**src/rtl/text_to_unsigned_parser_defines.svh**
```systemverilog
// ----------------------------------------------------------------------------
// Text-to-unsigned parser assertion macros
// Assertion wrappers shared by the parser RTL; empty when SYNTHESIS is set.
// ----------------------------------------------------------------------------
`ifndef TEXT_TO_UNSIGNED_PARSER_DEFINES_SVH
`define TEXT_TO_UNSIGNED_PARSER_DEFINES_SVH

`ifndef SYNTHESIS
// Property checked at every clock edge, also during reset.
`define TTUP_ASSERT_CLK(label, clk, prop) \
	label: assert property (@(posedge clk) (prop)) \
	else $error("text_to_unsigned_parser: check failed");
// Property checked only while reset is released.
`define TTUP_ASSERT_RST(label, clk, rst_n, prop) \
	label: assert property (@(posedge clk) disable iff (!rst_n) (prop)) \
	else $error("text_to_unsigned_parser: check failed");
`else
`define TTUP_ASSERT_CLK(label, clk, prop)
`define TTUP_ASSERT_RST(label, clk, rst_n, prop)
`endif

`endif

```
**src/rtl/ttup_pkg.sv**
```systemverilog
// ----------------------------------------------------------------------------
// Text-to-unsigned parser package
// Parse phases, state and result types, character codes and digit helpers.
// ----------------------------------------------------------------------------
package ttup_pkg;

	localparam int unsigned VALUE_W  = 32;
	localparam int unsigned OFFSET_W = 16;
	localparam int unsigned BASE_W   = 5;

	localparam logic [VALUE_W-1:0] ALL_ONES = 32'hFFFF_FFFF;

	// Configuration register indexes.
	localparam logic REG_NUMBER_BASE = 1'b0;

	// Radix codes.
	localparam logic [BASE_W-1:0] BASE_AUTO    = 5'd0;
	localparam logic [BASE_W-1:0] BASE_INVALID = 5'd1;
	localparam logic [BASE_W-1:0] BASE_BIN     = 5'd2;
	localparam logic [BASE_W-1:0] BASE_DEC     = 5'd10;
	localparam logic [BASE_W-1:0] BASE_HEX     = 5'd16;

	// Character codes.
	localparam logic [7:0] CHAR_SPACE  = 8'h20;
	localparam logic [7:0] CHAR_TAB    = 8'h09;
	localparam logic [7:0] CHAR_CR     = 8'h0D;
	localparam logic [7:0] CHAR_PLUS   = 8'h2B;
	localparam logic [7:0] CHAR_ZERO   = 8'h30;
	localparam logic [7:0] CHAR_NINE   = 8'h39;
	localparam logic [7:0] CHAR_A_LOW  = 8'h61;
	localparam logic [7:0] CHAR_F_LOW  = 8'h66;
	localparam logic [7:0] CHAR_B_LOW  = 8'h62;
	localparam logic [7:0] CHAR_X_LOW  = 8'h78;
	localparam logic [7:0] CASE_BIT    = 8'h20;

	typedef enum logic [2:0] {
		PH_IDLE,
		PH_SPACE,
		PH_SIGNED,
		PH_ZERO,
		PH_PREFIX,
		PH_DIGITS
	} phase_t;

	typedef struct packed {
		phase_t              phase;
		logic [VALUE_W-1:0]  acc;
		logic                ovf;
		logic                any;
		logic [BASE_W-1:0]   eb;
		logic                pbin;
	} parse_state_t;

	typedef struct packed {
		logic [VALUE_W-1:0]  value;
		logic [OFFSET_W-1:0] offset;
		logic                found;
	} result_t;

	typedef struct packed {
		logic       valid;
		logic [3:0] value;
	} digit_t;

	// Decode one character as a digit of radix up to 16.
	function automatic digit_t digit_of(input logic [7:0] c);
		digit_t     d;
		logic [7:0] low;
		d.valid = 1'b0;
		d.value = 4'd0;
		low = c | CASE_BIT;
		if (c >= CHAR_ZERO && c <= CHAR_NINE) begin
			d.valid = 1'b1;
			d.value = 4'(c - CHAR_ZERO);
		end else if (low >= CHAR_A_LOW && low <= CHAR_F_LOW) begin
			d.valid = 1'b1;
			d.value = 4'(low - CHAR_A_LOW + 8'd10);
		end
		return d;
	endfunction

	// Space, tab, newline, vertical tab, form feed or carriage return.
	function automatic logic is_space(input logic [7:0] c);
		return (c == CHAR_SPACE) || (c >= CHAR_TAB && c <= CHAR_CR);
	endfunction

endpackage

```
**src/rtl/ttup_step.sv**
```systemverilog
// ----------------------------------------------------------------------------
// Text-to-unsigned parser step
// Next-state and result logic for one byte: phase decode and multiply-add.
// ----------------------------------------------------------------------------
module ttup_step #(
	parameter int unsigned POSITION_BITS = 16
) (
	input  ttup_pkg::parse_state_t    cur,
	input  logic [POSITION_BITS-1:0]  cur_pos,
	input  logic [7:0]                text_byte,
	input  logic                      string_start,
	input  logic [ttup_pkg::BASE_W-1:0] number_base,
	output ttup_pkg::parse_state_t    nxt,
	output logic [POSITION_BITS-1:0]  nxt_pos,
	output logic                      emit,
	output ttup_pkg::result_t         res
);

	ttup_pkg::parse_state_t       st;
	logic [POSITION_BITS-1:0]     pos;
	logic [POSITION_BITS:0]       sum1;
	logic [POSITION_BITS:0]       sum2;
	logic [POSITION_BITS-1:0]     pos1;
	logic [POSITION_BITS-1:0]     pos2;
	logic [POSITION_BITS+15:0]    pos_ext;
	logic [ttup_pkg::OFFSET_W-1:0] pos_offset;
	ttup_pkg::digit_t             dig;
	logic [ttup_pkg::BASE_W-1:0]  db;
	logic [ttup_pkg::BASE_W-1:0]  limit;
	logic [36:0]                  prod;
	logic [36:0]                  mac;
	logic                         base_bad;
	logic                         lead;
	logic                         digit_path;
	logic                         lead_zero;

	// Start byte clears the string state before the byte is decoded.
	always_comb begin
		st  = cur;
		pos = cur_pos;
		if (string_start) begin
			st.acc   = '0;
			st.ovf   = 1'b0;
			st.any   = 1'b0;
			st.pbin  = 1'b0;
			st.eb    = number_base;
			st.phase = ttup_pkg::PH_SPACE;
			pos      = '0;
		end
	end

	// Saturating position increments by one and by two.
	assign sum1 = {1'b0, pos} + {{POSITION_BITS{1'b0}}, 1'b1};
	assign sum2 = {1'b0, pos} + {{(POSITION_BITS-1){1'b0}}, 2'd2};
	assign pos1 = sum1[POSITION_BITS] ? '1 : sum1[POSITION_BITS-1:0];
	assign pos2 = sum2[POSITION_BITS] ? '1 : sum2[POSITION_BITS-1:0];

	// The offset port keeps the low bits of the position.
	assign pos_ext    = {16'b0, pos};
	assign pos_offset = pos_ext[ttup_pkg::OFFSET_W-1:0];

	// Digit decode and the single multiply-add; overflow when any bit above bit 31 is set.
	assign dig   = ttup_pkg::digit_of(text_byte);
	assign db    = (st.eb == ttup_pkg::BASE_AUTO) ? ttup_pkg::BASE_DEC : st.eb;
	assign limit = st.pbin ? ttup_pkg::BASE_BIN : ttup_pkg::BASE_HEX;
	assign prod  = 37'(st.acc) * 37'(db);
	assign mac   = prod + 37'(dig.value);

	assign base_bad  = (number_base == ttup_pkg::BASE_INVALID) ||
	                   (number_base > ttup_pkg::BASE_HEX);
	assign lead_zero = (text_byte == ttup_pkg::CHAR_ZERO) &&
	                   ((st.eb == ttup_pkg::BASE_AUTO) || (st.eb == ttup_pkg::BASE_HEX));

	// Phase decode.
	always_comb begin
		nxt        = st;
		nxt_pos    = pos;
		emit       = 1'b0;
		res.value  = '0;
		res.offset = '0;
		res.found  = 1'b0;
		lead       = 1'b0;
		digit_path = 1'b0;

		if (string_start && base_bad) begin
			emit      = 1'b1;
			nxt.phase = ttup_pkg::PH_IDLE;
		end else begin
			case (st.phase)
				ttup_pkg::PH_SPACE: begin
					if (ttup_pkg::is_space(text_byte)) begin
						nxt_pos = pos1;
					end else if (text_byte == ttup_pkg::CHAR_PLUS) begin
						nxt_pos   = pos1;
						nxt.phase = ttup_pkg::PH_SIGNED;
					end else begin
						lead = 1'b1;
					end
				end
				ttup_pkg::PH_SIGNED: begin
					lead = 1'b1;
				end
				ttup_pkg::PH_ZERO: begin
					if ((text_byte | ttup_pkg::CASE_BIT) == ttup_pkg::CHAR_X_LOW) begin
						nxt.pbin  = 1'b0;
						nxt.phase = ttup_pkg::PH_PREFIX;
					end else if ((text_byte | ttup_pkg::CASE_BIT) == ttup_pkg::CHAR_B_LOW &&
					             st.eb == ttup_pkg::BASE_DEC) begin
						nxt.pbin  = 1'b1;
						nxt.phase = ttup_pkg::PH_PREFIX;
					end else begin
						digit_path = 1'b1;
					end
				end
				ttup_pkg::PH_PREFIX: begin
					if (dig.valid && ({1'b0, dig.value} < limit)) begin
						nxt.eb    = limit;
						nxt.acc   = 32'(dig.value);
						nxt_pos   = pos2;
						nxt.phase = ttup_pkg::PH_DIGITS;
					end else begin
						// Prefix with no digit after it ends at the prefix letter.
						emit       = 1'b1;
						res.offset = pos_offset;
						res.found  = 1'b1;
						nxt.phase  = ttup_pkg::PH_IDLE;
					end
				end
				ttup_pkg::PH_DIGITS: begin
					digit_path = 1'b1;
				end
				default: begin
				end
			endcase

			// First significant byte: a leading zero may open a prefix.
			if (lead) begin
				if (lead_zero) begin
					nxt.eb    = (st.eb == ttup_pkg::BASE_AUTO) ? ttup_pkg::BASE_DEC :
					            ttup_pkg::BASE_HEX;
					nxt.acc   = '0;
					nxt.any   = 1'b1;
					nxt_pos   = pos1;
					nxt.phase = ttup_pkg::PH_ZERO;
				end else begin
					digit_path = 1'b1;
				end
			end

			// Digit accumulation, or the stop byte that emits the result.
			if (digit_path) begin
				nxt.eb    = db;
				nxt.phase = ttup_pkg::PH_DIGITS;
				if (dig.valid && ({1'b0, dig.value} < db)) begin
					nxt.acc = mac[31:0];
					nxt.ovf = st.ovf | (|mac[36:32]);
					nxt.any = 1'b1;
					nxt_pos = pos1;
				end else begin
					emit       = 1'b1;
					res.value  = st.ovf ? ttup_pkg::ALL_ONES : st.acc;
					res.offset = st.any ? pos_offset : '0;
					res.found  = st.any;
					nxt.phase  = ttup_pkg::PH_IDLE;
				end
			end
		end
	end

endmodule

```
**src/rtl/text_to_unsigned_parser.sv**
```systemverilog
// ----------------------------------------------------------------------------
// Text-to-unsigned parser
// Saturating string-to-unsigned conversion in bases 2 to 16, one byte a beat.
// ----------------------------------------------------------------------------
// The parser takes one text byte every clock cycle, with no gaps, as long as the
// result side keeps up. A byte is captured in an input register and decoded in
// the next cycle by one short multiply-add step (32 by 5 bits) that updates the
// parse state; the result of a stop byte is loaded into the output register as
// the byte leaves the input register, and waits there while result_stall is
// high. The input stalls only while a finished result waits in the output
// register and the byte in the input register would produce another.
// The radix register is sampled with each start byte, so the user must write it
// only between strings; the block does not enforce this.
`include "text_to_unsigned_parser_defines.svh"

module text_to_unsigned_parser #(
	parameter int unsigned POSITION_BITS = 16
) (
	input  logic        clk,
	input  logic        arst_n,

	input  logic        text_valid,
	output logic        text_stall,
	input  logic [7:0]  text_byte,
	input  logic        string_start,

	output logic        result_valid,
	input  logic        result_stall,
	output logic [31:0] parsed_value,
	output logic [15:0] end_offset,
	output logic        digits_found,

	input  logic        psel,
	input  logic        penable,
	input  logic        pwrite,
	input  logic [2:0]  paddr,
	input  logic [31:0] pwdata,
	output logic [31:0] prdata,
	output logic        pready
);

	logic [ttup_pkg::BASE_W-1:0] number_base_q;
	logic                        valid_s1;
	logic [7:0]                  byte_s1;
	logic                        start_s1;
	ttup_pkg::parse_state_t      state_q;
	logic [POSITION_BITS-1:0]    pos_q;
	ttup_pkg::parse_state_t      state_nxt;
	logic [POSITION_BITS-1:0]    pos_nxt;
	logic                        step_emit;
	ttup_pkg::result_t           step_res;
	logic                        out_free;
	logic                        advance;

	// Configuration port: single radix register at word 0.
	assign pready = 1'b1;
	assign prdata = (paddr[2] == ttup_pkg::REG_NUMBER_BASE) ?
	                {27'b0, number_base_q} : 32'b0;

	always_ff @(posedge clk or negedge arst_n) begin
		if (!arst_n) begin
			number_base_q <= '0;
		end else if (psel && penable && pwrite && pready &&
		             paddr[2] == ttup_pkg::REG_NUMBER_BASE) begin
			number_base_q <= pwdata[ttup_pkg::BASE_W-1:0];
		end
	end

	// Byte decode for the beat in the input register.
	ttup_step #(
		.POSITION_BITS(POSITION_BITS)
	) u_step (
		.cur          (state_q),
		.cur_pos      (pos_q),
		.text_byte    (byte_s1),
		.string_start (start_s1),
		.number_base  (number_base_q),
		.nxt          (state_nxt),
		.nxt_pos      (pos_nxt),
		.emit         (step_emit),
		.res          (step_res)
	);

	// Flow control: the input beat moves on unless its result has nowhere to go.
	assign out_free   = !result_valid || !result_stall;
	assign advance    = valid_s1 && (!step_emit || out_free);
	assign text_stall = valid_s1 && !advance;

	// Input register valid bit.
	always_ff @(posedge clk or negedge arst_n) begin
		if (!arst_n) begin
			valid_s1 <= 1'b0;
		end else if (!text_stall) begin
			valid_s1 <= text_valid;
		end
	end

	// Input register payload.
	always_ff @(posedge clk) begin
		if (text_valid && !text_stall) begin
			byte_s1  <= text_byte;
			start_s1 <= string_start;
		end
	end

	// Parse state.
	always_ff @(posedge clk or negedge arst_n) begin
		if (!arst_n) begin
			state_q.phase <= ttup_pkg::PH_IDLE;
			state_q.acc   <= '0;
			state_q.ovf   <= 1'b0;
			state_q.any   <= 1'b0;
			state_q.eb    <= '0;
			state_q.pbin  <= 1'b0;
			pos_q         <= '0;
		end else if (advance) begin
			state_q <= state_nxt;
			pos_q   <= pos_nxt;
		end
	end

	// Result register valid bit.
	always_ff @(posedge clk or negedge arst_n) begin
		if (!arst_n) begin
			result_valid <= 1'b0;
		end else if (advance && step_emit) begin
			result_valid <= 1'b1;
		end else if (!result_stall) begin
			result_valid <= 1'b0;
		end
	end

	// Result register payload.
	always_ff @(posedge clk) begin
		if (advance && step_emit) begin
			parsed_value <= step_res.value;
			end_offset   <= step_res.offset;
			digits_found <= step_res.found;
		end
	end

	// Checks.
	`TTUP_ASSERT_CLK(a_stall_only_on_full_output, clk,
		text_stall |-> (result_valid && result_stall && step_emit))
	`TTUP_ASSERT_RST(a_idle_after_result, clk, arst_n,
		(advance && step_emit) |=> (state_q.phase == ttup_pkg::PH_IDLE))
	`TTUP_ASSERT_RST(a_no_digits_gives_zero, clk, arst_n,
		(result_valid && !digits_found) |-> (parsed_value == 32'd0 && end_offset == 16'd0))

endmodule
```
**config.mk**
```make
export PLATFORM = sky130hd
export DESIGN_NAME = text_to_unsigned_parser
export DESIGN_NICKNAME = d
export VERILOG_FILES = /design/src/rtl/ttup_pkg.sv /design/src/rtl/ttup_step.sv /design/src/rtl/text_to_unsigned_parser.sv
export VERILOG_INCLUDE_DIRS = /design/src /design/src/rtl
export SDC_FILE = /design/constraint.sdc
export NUM_CORES = 1
export LEC_CHECK = 0
export ABC_AREA = 1
export CAP_MARGIN = 10
export CORE_AREA = 2 2 242 244
export DETAILED_ROUTE_END_ITERATION = 8
export DIE_AREA = 0 0 244 246
export DONT_BUFFER_PORTS = 1
export GPL_ROUTABILITY_DRIVEN = 0
export MAX_ROUTING_LAYER = met4
export PLACE_DENSITY = 0.34
export REMOVE_ABC_BUFFERS = 1
export SYNTH_ARGS = -nofsm -noshare
export SYNTH_HDL_FRONTEND = slang
export SYNTH_SLANG_ARGS = --single-unit
```
**constraint.sdc**
```tcl
create_clock -name clk -period 5.45 [get_ports clk]
set_input_delay 1.09 -clock clk [delete_from_list [all_inputs] [get_ports clk]]
set_output_delay 1.09 -clock clk [all_outputs]
set_load 0.01 [all_outputs]
```
==> impl_metrics.tcl, run 1 <==
set metrics [dict create \
    internal_power_mw 2.40 \
    hold_viol 0 \
    dp_hpwl_mm 38.2 \
    dp_slack_ns 0.0579 \
    async_flop_share_pct 53.2 \
    routed_via_density 4.51 \
    power_density_nw_per_um2 270 \
    finalClockSkew_ns 0.0148 \
    avgSynthCellArea_um2 6.92 \
    routed_wl_mm 50.3 \
    p_seq_share_pct 32.0 \
    grt.overflow.total 0 \
    cts_root_buf "clkbuf_16" \
    synth_ff_type "dfrtp_1" \
    ir_drop_mv 0.231 \
    area_growth_pct 18.8 \
    cellLeakagePower_nw 8.07 \
    setup_viol 0 \
    die_x_um 244 \
    ys_types 46 \
    cts_buffers 17 \
    grt_pass1_wl_mm 79.3 \
    slew_headroom_pct 39.6 \
    fin_crit_ns 5.22 \
    initial_utilization_pct 23.8 \
    worstHoldPathType "primary input to asynchronous set/reset pin" \
    die_area_um2 60000 \
    clk_latency_ns 0.49 \
    grt_pass1_vias 13400 \
    synth_seq_cells 124 \
    synth-edff-count 58 \
    core-area_um2 57400 \
    design_area_um2 16300 \
    multi_input_area_um2 9000 \
    yosysWarnings 0 \
    drt_iter0_drc 652 \
    fin_nets 2305 \
    cp.required_ns 5.82 \
    cts-htree-levels 4 \
    drt-pass1-iter-count 5 \
    crit_path_frequent_cell "nand2_1" \
    drc 0 \
    antenna_left 0 \
    status "finished clean" \
    cts_tree "yes" \
    synthCells 1978 \
    layout-drive-gt1-share_pct 13.7 \
    die_y_um 246 \
    arrival_ns 5.59 \
    p_switching_mw 1.99 \
    slowest_delay_ns 0.54 \
    crit_path_end_kind "register" \
    path_class "register to register" \
    grt_max_degree 67 \
    fin_crit_sh_pct 95.8 \
    clk_pin_slew_ns 0.06 \
    switching_share_pct 45.3 \
    worst-slew-pin-transition_ns 0.905 \
    yosysSeqAreaShare_pct 24.8 \
    placed_area_um2 15300 \
    slew_violations 0 \
    clock_path_buffers 2 \
    port_buffers 0 \
    fill_cells 6293 \
    reg2regPathDepth 29 \
    rows 88 \
    seq_area_um2 3390 \
    route.vias.total 12900 \
    fin_util_pct 28.3 \
    cts.sinks 124 \
    cp_slowest_cell "fa_1" \
    setup_slack_ns 0.231 \
    antennaDiodeCount 0 \
    max_freq_mhz 192 \
    syn_area_um2 13700 \
    path_max_fanout 13 \
    critPathLaunchType "register" \
    io-pin-count 135 \
    grt_use_total_pct 17.9 \
    rsz0062_at_grt "yes" \
    routedWlPerCell_um 17.6 \
    p_clk_share_pct 25.9 \
    cap_violations 0 \
    p_comb_share_pct 42.0 \
    grt_antenna_before_repair 0 \
]
## routing by layer
metal	GRT usage [%]	share of wire, %	vias to the layer above	wire [um]
met5	-	0	-	0
met4	4.66	1.7	0	835
met3	2.84	2.8	48	1400
met2	30.8	49	198	24900
met1	21.8	46	6287	23200
li1	-	-	6347	-
## final timing paths
path / startpoint / to / slack, ns
worst max-delay path: start_s1 / state_q[33] / 0.23
worst min-delay path: arst_n / state_q[11] / 0.30
worst max register to register: start_s1 / state_q[33] / 0.23
worst min register to register: pos_q[1] / pos_q[1] / 0.48
max in group asynchronous: arst_n / pos_q[10] / 4.99
min in group clk: pos_q[1] / pos_q[1] / 0.48
## layout make-up
type | count | area share (%)
multi-input combinational | 1460 | 55.4
sequential | 124 | 20.9
inverter | 331 | 7.65
timing repair buffer | 143 | 6.81
tap | 765 | 5.89
clock buffer | 21 | 2.77
clock inverter | 11 | 0.601
## cell families after synthesis
logic type                 share of synthesized area (%)
other                                             0.0549
and+or+nand+nor                                     29.7
xor gates and xnor gates                            2.05
muxes                                             0.0732
AOI/OAI and AO/OA                                   9.38
adders and majority gates                           21.4
buffers and inverters                               12.6
DFF                                                 24.8
## synthesized netlist by cell type (5+ instances only)
master,instances,area [um2]
xnor2_1,9,78.8
nor2_1,319,1200
xor2_1,23,201
dfrtp_1,66,1650
o21ai_0,83,415
o21bai_1,6,45.0
nor3_1,15,75.1
buf_4,33,248
nand2_1,454,1700
nand2_2,10,62.6
edfxtp_1,58,1740
buf_2,16,80.1
or2_2,5,31.3
nand3_1,131,656
fa_1,94,1880
a21oi_1,90,450
nand4_1,36,225
ha_1,83,1040
inv_1,323,1210
buf_1,5,18.8
inv_2,7,26.3
o21ai_1,35,175
clkbuf_1,35,131
## power groups by stage
stage | clock network [mW] | logic (mW) | registers (mW)
3_5_place_dp | 0 | 1.82 | 1.43
2_1_floorplan | 0 | 1.02 | 1.39
5_1_grt | 1.21 | 2.06 | 1.44
4_1_cts | 1.19 | 1.83 | 1.41
3_3_place_gp | 0 | 1.82 | 1.43
6_report | 1.14 | 1.85 | 1.41
## critical path: cells and delay by family, from the launching register on
kind                       cells  cell delay, ns
AOI/OAI and AO/OA              2            0.41
xor gates and xnor gates       1            0.19
adders and majority gates      4            1.86
muxes                          1            0.10
and+or+nand+nor               12            1.16
DFF                            1            0.38
buffers and inverters          9            0.96
## placed cells by master (no fill, tap or decap), types with 4 or more instances in the layout
master,n
fa_1,94
inv_2,9
nand3_1,128
dfrtp_1,66
a21oi_2,13
edfxtp_1,58
nor2_2,27
or2_2,5
nand4_1,36
conb_1,28
o22ai_1,4
nor2_4,4
o21ai_1,43
inv_1,321
nand2_1,438
nor2_1,292
xor2_1,22
a21oi_1,77
ha_1,73
nor3_1,13
ha_4,8
nand3_2,5
buf_4,139
xnor2_1,9
clkbuf_16,17
nand2_2,26
o21ai_0,74
o21bai_1,6
## registers in the layout, summed over array words and instances (netlist names), 5 cells and up
signal and flops:
byte_s1 8, end_offset 16, state_q 43, number_base_q 5, pos_q 16, parsed_value 32
## repair_timing
action                                  CTS  global route
hold buffers                              0             0
buffers inserted                          0             4
resized for setup                         0            97
endpoints found under the setup margin    0            23
## through the flow
step,power [mW],cells,hold slack [ns],setup TNS (ns)
4_1_cts,4.43,2851,0.248,0
3_5_place_dp,3.25,2819,0.465,0
3_3_place_gp,3.25,2819,0.464,0
2_1_floorplan,2.41,1915,0.449,-11.51
5_1_grt,4.71,2855,0.260,-1.23
6_report,4.39,2855,0.296,0
No activity file was read; power rests on OpenSTA's default activity.
==> inputs of run 2 (changes only) <==
RECOVER_POWER = 50   (was not set)
clock period = 6.17 ns   (was 5.45 ns; I/O delays follow)
==> impl_metrics.tcl, run 2 (synthesis gave the netlist of run 1 again) <==
set metrics [dict create \
    status "finished clean" \
    fin_nets 2197 \
    power_density_nw_per_um2 255 \
    area_growth_pct 10.4 \
    hold_viol 0 \
    grt.overflow.total 0 \
    die_area_um2 60000 \
    worstHoldPathType "primary input to asynchronous set/reset pin" \
    clock_path_buffers 2 \
    drt_iter0_drc 733 \
    antenna_left 0 \
    slowest_delay_ns 0.80 \
    dp_hpwl_mm 36.8 \
    clk_latency_ns 0.48 \
    crit_path_end_kind "output pin" \
    top_register "state_q" \
    path_delay_family "simple AND/OR/NAND/NOR gates" \
    layout-drive-gt1-share_pct 4.69 \
    setup_viol 0 \
    max_freq_mhz 171 \
    grt_antenna_before_repair 0 \
    setup-tns-final_ns 0 \
    initial_utilization_pct 23.8 \
    final_cell_mix "nand2_1, inv_1, nor2_1, nand3_1, fa_1" \
    routedWlPerCell_um 18.0 \
    path_class "register to output pin" \
    path_max_fanout 16 \
    path_depth 15 \
    drt-pass1-iter-count 5 \
    critPathLaunchType "register" \
    path_buf_inv 2 \
    drc 0 \
    slew_violations 0 \
    clk_pin_slew_ns 0.06 \
    rsz0062_at_grt "no" \
    fill_cells 6392 \
    die_y_um 246 \
    grt_max_degree 67 \
    layout_commonest_cell "nand2_1" \
    finalClockSkew_ns 0.0126 \
    crit_chain "inv_1 -> ha_1 -> nand2_2 -> nor2_1 -> nand2_1 -> nand2_1 -> nand2_4 -> o21ai_0 -> nand3_1 -> nand2_1 -> nand2_1 -> nand2_1 -> nand2_2 -> nand3_1 -> inv_1" \
    design_area_um2 15100 \
    fin_crit_sh_pct 95.0 \
    antennaDiodeCount 0 \
    largest_registers "state_q: 43 flops, parsed_value: 32 flops" \
    crit_path_frequent_cell "nand2_1" \
    cts_tree "yes" \
    arrival_ns 4.63 \
    reg2regPathDepth 27 \
    fin_crit_ns 5.86 \
    grt_use_total_pct 17.5 \
    cp.required_ns 4.94 \
    cp_slowest_cell "nand2_1" \
    cellLeakagePower_nw 7.55 \
    route.vias.total 12400 \
    cts-htree-levels 4 \
    finalPower_mw 3.85 \
    grt_pass1_vias 13000 \
    ir_drop_mv 0.200 \
    placed_area_um2 14500 \
    cts_buffers 17 \
    cap_violations 0 \
    rows 88 \
    routed_wl_mm 49.3 \
    port_buffers 0 \
    io-pin-count 135 \
    worst-slew-pin-transition_ns 0.948 \
    cts.sinks 124 \
    grt_pass1_wl_mm 77.4 \
    cts_root_buf "clkbuf_16" \
    die_x_um 244 \
    largest_reg_flops 43 \
    core-area_um2 57400 \
    slew_headroom_pct 36.7 \
    routed_via_density 4.53 \
]
==> run 2: power by group <==
group	internal, mW	switching [mW]
combinational	0.367	1.12
clock	0.671	0.441
sequential	1.09	0.163
==> run 2: final timing paths <==
kind                              from           end  slack [ns]
max                         byte_s1[0]    text_stall        0.31
min                             arst_n  result_valid        0.45
max reg2reg                 state_q[3]    state_q[7]        0.54
min reg2reg                state_q[25]   state_q[25]        0.48
max in group asynchronous       arst_n   state_q[34]        5.56
min in group clk           state_q[25]   state_q[25]        0.48
==> run 2: metal layers <==
layer  GRT usage, %  routed length (um)  vias up  share of wire, %
met5              -                   0        -                 0
met4           5.00                 979        0               2.0
met3           2.60                1550       43               3.1
met2           29.7               24100      228                49
met1           21.6               22700     6024                46
li1               -                   -     6138                 -
==> run 2: what timing repair did <==
action / 4_1_cts / 5_1_grt
buffers inserted: 0 / 3
hold buffers: 0 / 0
gates resized for setup: 0 / 1
setup endpoints to repair: 0 / 4
==> run 2: final cells by class <==
cell class                 instances  area, um2  share of cell area (%)
inverter                         331       1250                    8.25
clock inverter                    12        171                    1.13
sequential                       124       3390                    22.5
clock buffer                      20        437                    2.89
tap                              765        957                    6.34
timing repair buffer              35        263                    1.74
multi-input combinational       1460       8640                    57.2
==> run 2: through the flow <==
step | cells | hold WS (ns) | setup WS (ns) | util (%)
2_1_floorplan | 1915 | 0.449 | 0.387 | -
3_3_place_gp | 2712 | 0.462 | 0.253 | 25.3
3_5_place_dp | 2712 | 0.465 | 0.262 | 25.3
4_1_cts | 2744 | 0.396 | 0.231 | 26.3
5_1_grt | 2747 | 0.406 | 0.0480 | 26.3
6_report | 2747 | 0.448 | 0.306 | 26.3
==> inputs of run 3 (changes only) <==
CAP_MARGIN = not set   (was 10)
CORE_AREA = 2 2 247 249   (was 2 2 242 244)
DIE_AREA = 0 0 249 251   (was 0 0 244 246)
SYNTH_HIERARCHICAL = 1   (was not set)
==> impl_metrics.tcl, run 3 <==
set metrics [dict create \
    power_density_nw_per_um2 256 \
    initial_utilization_pct 23.8 \
    synth_seq_cells 124 \
    yosysSeqAreaShare_pct 23.9 \
    antenna_left 0 \
    cellLeakagePower_nw 8.16 \
    hold_viol 0 \
    cts.sinks 124 \
    crit_path_frequent_cell "nand2_1" \
    grt_pass1_wl_mm 77.5 \
    die_y_um 251 \
    met1_usage_pct 23.3 \
    internal_power_mw 2.20 \
    routed_via_density 4.47 \
    routed_wl_mm 49.1 \
    worst_r2r_startpoint "start_s1" \
    use_met2_pct 25.1 \
    synthCells 2087 \
    fin_nets 2307 \
    ys_types 48 \
    worstHoldPathType "primary input to asynchronous set/reset pin" \
    p_seq_share_pct 31.5 \
    die_area_um2 62500 \
    yosysWarnings 6 \
    io-pin-count 135 \
    ctsHoldBuffers 0 \
    setup-tns-final_ns 0 \
    max_freq_mhz 176 \
    slowest_delay_ns 0.55 \
    route.vias.total 12800 \
    clk_latency_ns 0.48 \
    drc 0 \
    fill_cells 6766 \
    cts_root_buf "clkbuf_16" \
    dp_hpwl_mm 35.8 \
    syn_area_um2 14200 \
    async_flop_share_pct 53.2 \
    final_cell_mix "nand2_1, nor2_1, inv_1, nand3_1, a21oi_1" \
    synth_ff_type "dfrtp_1" \
    clock_path_buffers 2 \
    finalPower_mw 4.02 \
    grt.overflow.total 0 \
    seq_area_um2 3390 \
    synth_commonest_cells "nand2_1, nor2_1, inv_1" \
    p_switching_mw 1.82 \
    clk_pin_slew_ns 0.07 \
    finalClockSkew_ns 0.0125 \
    cap_violations 1 \
    largest_reg_flops 43 \
    rsz0062_at_grt "no" \
    reg2regPathDepth 30 \
    synth-edff-count 58 \
    drt_iter0_drc 738 \
    path_class "register to register" \
    slew_violations 37 \
    core-area_um2 59800 \
    cp.required_ns 6.54 \
    cts-htree-levels 4 \
    violations "max-capacitance violations, max-slew violations" \
    layout.cells.non_filler 2874 \
    avgSynthCellArea_um2 6.81 \
    grt_pass1_vias 12900 \
    ir_drop_mv 0.209 \
    path_max_fanout 18 \
    status "finished with violations" \
    p_comb_share_pct 40.2 \
    synth_top_cell_by_area "nand2_1" \
    layout-drive-gt1-share_pct 6.88 \
    routedWlPerCell_um 17.1 \
    drt-pass1-iter-count 5 \
    rows 90 \
    largest_registers "state_q: 43 flops, parsed_value: 32 flops" \
    yosysMostFrequentCell "nand2_1" \
    grtUsageMet3_pct 2.64 \
    worst-slew-pin-transition_ns 2.36 \
    crit_path_end_kind "register" \
    grt_antenna_before_repair 1 \
    setup_viol 0 \
    critPathLaunchType "register" \
    dp_cells 2840 \
    switching_share_pct 45.2 \
    top_register "state_q" \
    multi_input_area_um2 9140 \
    layout_commonest_cell "nand2_1" \
    cts_tree "yes" \
    area_growth_pct 10.7 \
    synth.area.top_cells "nand2_1, fa_1, edfxtp_1" \
    port_buffers 0 \
    reg2reg_slack_ns 0.48 \
    die_x_um 249 \
    cp_slowest_cell "fa_1" \
    fin_crit_sh_pct 92.2 \
    grt_max_degree 67 \
    regToRegEndpoint "state_q[37]" \
    grt_use_total_pct 16.7 \
    p_clk_share_pct 28.3 \
    cts_buffers 17 \
    top_usage_layer "met2" \
    synth_top_area_share_pct 14.5 \
    slew_headroom_pct -57.0 \
    fin_crit_ns 5.69 \
    arrival_ns 6.06 \
    antennaDiodeCount 0 \
]
[run 3: worst max-delay path by stage]
stage / startpoint / end / slack, ns / cells past startpoint
detailed placement: start_s1 / state_q[39] / 0.25 / 25
floorplan: start_s1 / state_q[37] / 0.59 / 30
global route: start_s1 / state_q[37] / 0.004 / 31
CTS: start_s1 / state_q[39] / 0.19 / 25
global placement: start_s1 / state_q[39] / 0.24 / 25
finish: start_s1 / state_q[37] / 0.48 / 30
[run 3: worst max-delay path, delay by kind of cell (launching register included)]
family          cells  cell delay (ns)
buf+inv             4             0.38
compound gates      2             0.16
flops               1             0.51
fa+ha+maj           4             1.93
simple gates       20             2.55
[run 3: metrics by stage]
step | hold WS (ns) | setup WS, ns | utilization [%] | instance area (um2)
2_1_floorplan | 0.434 | 0.594 | - | 13700
6_report | 0.452 | 0.481 | 26.3 | 15700
5_1_grt | 0.413 | 0.00383 | 26.3 | 15700
4_1_cts | 0.398 | 0.194 | 26.3 | 15700
3_5_place_dp | 0.456 | 0.245 | 25.2 | 15100
3_3_place_gp | 0.451 | 0.237 | 25.2 | 15100
[run 3: kinds of logic after synthesis]
group | share of synthesized area (%)
xor+xnor | 2.46
simple gates | 33.0
flops | 23.9
buf+inv | 12.6
compound gates | 7.48
fa+ha+maj | 20.5
other cells | 0.0528
[run 3: layout make-up]
class | count | area share, %
tap | 782 | 6.22
clock inverter | 14 | 1.33
inverter | 324 | 7.76
clock buffer | 18 | 2.73
sequential | 124 | 21.6
multi-input combinational | 1566 | 58.1
timing repair buffer | 46 | 2.25
[run 3: per-layer routing]
metal / routed length, um / vias up
met1: 25200 / 6178
met2: 21400 / 221
met3: 1850 / 25
li1: - / 6422
met4: 548 / 0
met5: 0 / -
[run 3: power groups by stage]
stage | combinational (mW) | clock [mW] | sequential [mW]
final | 1.62 | 1.14 | 1.27
after global routing | 1.83 | 1.21 | 1.30
after CTS | 1.65 | 1.18 | 1.27
after detailed placement | 1.64 | 0 | 1.29
after global placement | 1.63 | 0 | 1.29
after floorplan | 1.02 | 0 | 1.24
[run 3: repair_timing]
action                                  in CTS  in global routing
setup buffers                                0                  2
endpoints found under the setup margin       0                  9
gates resized for setup                      0                  9
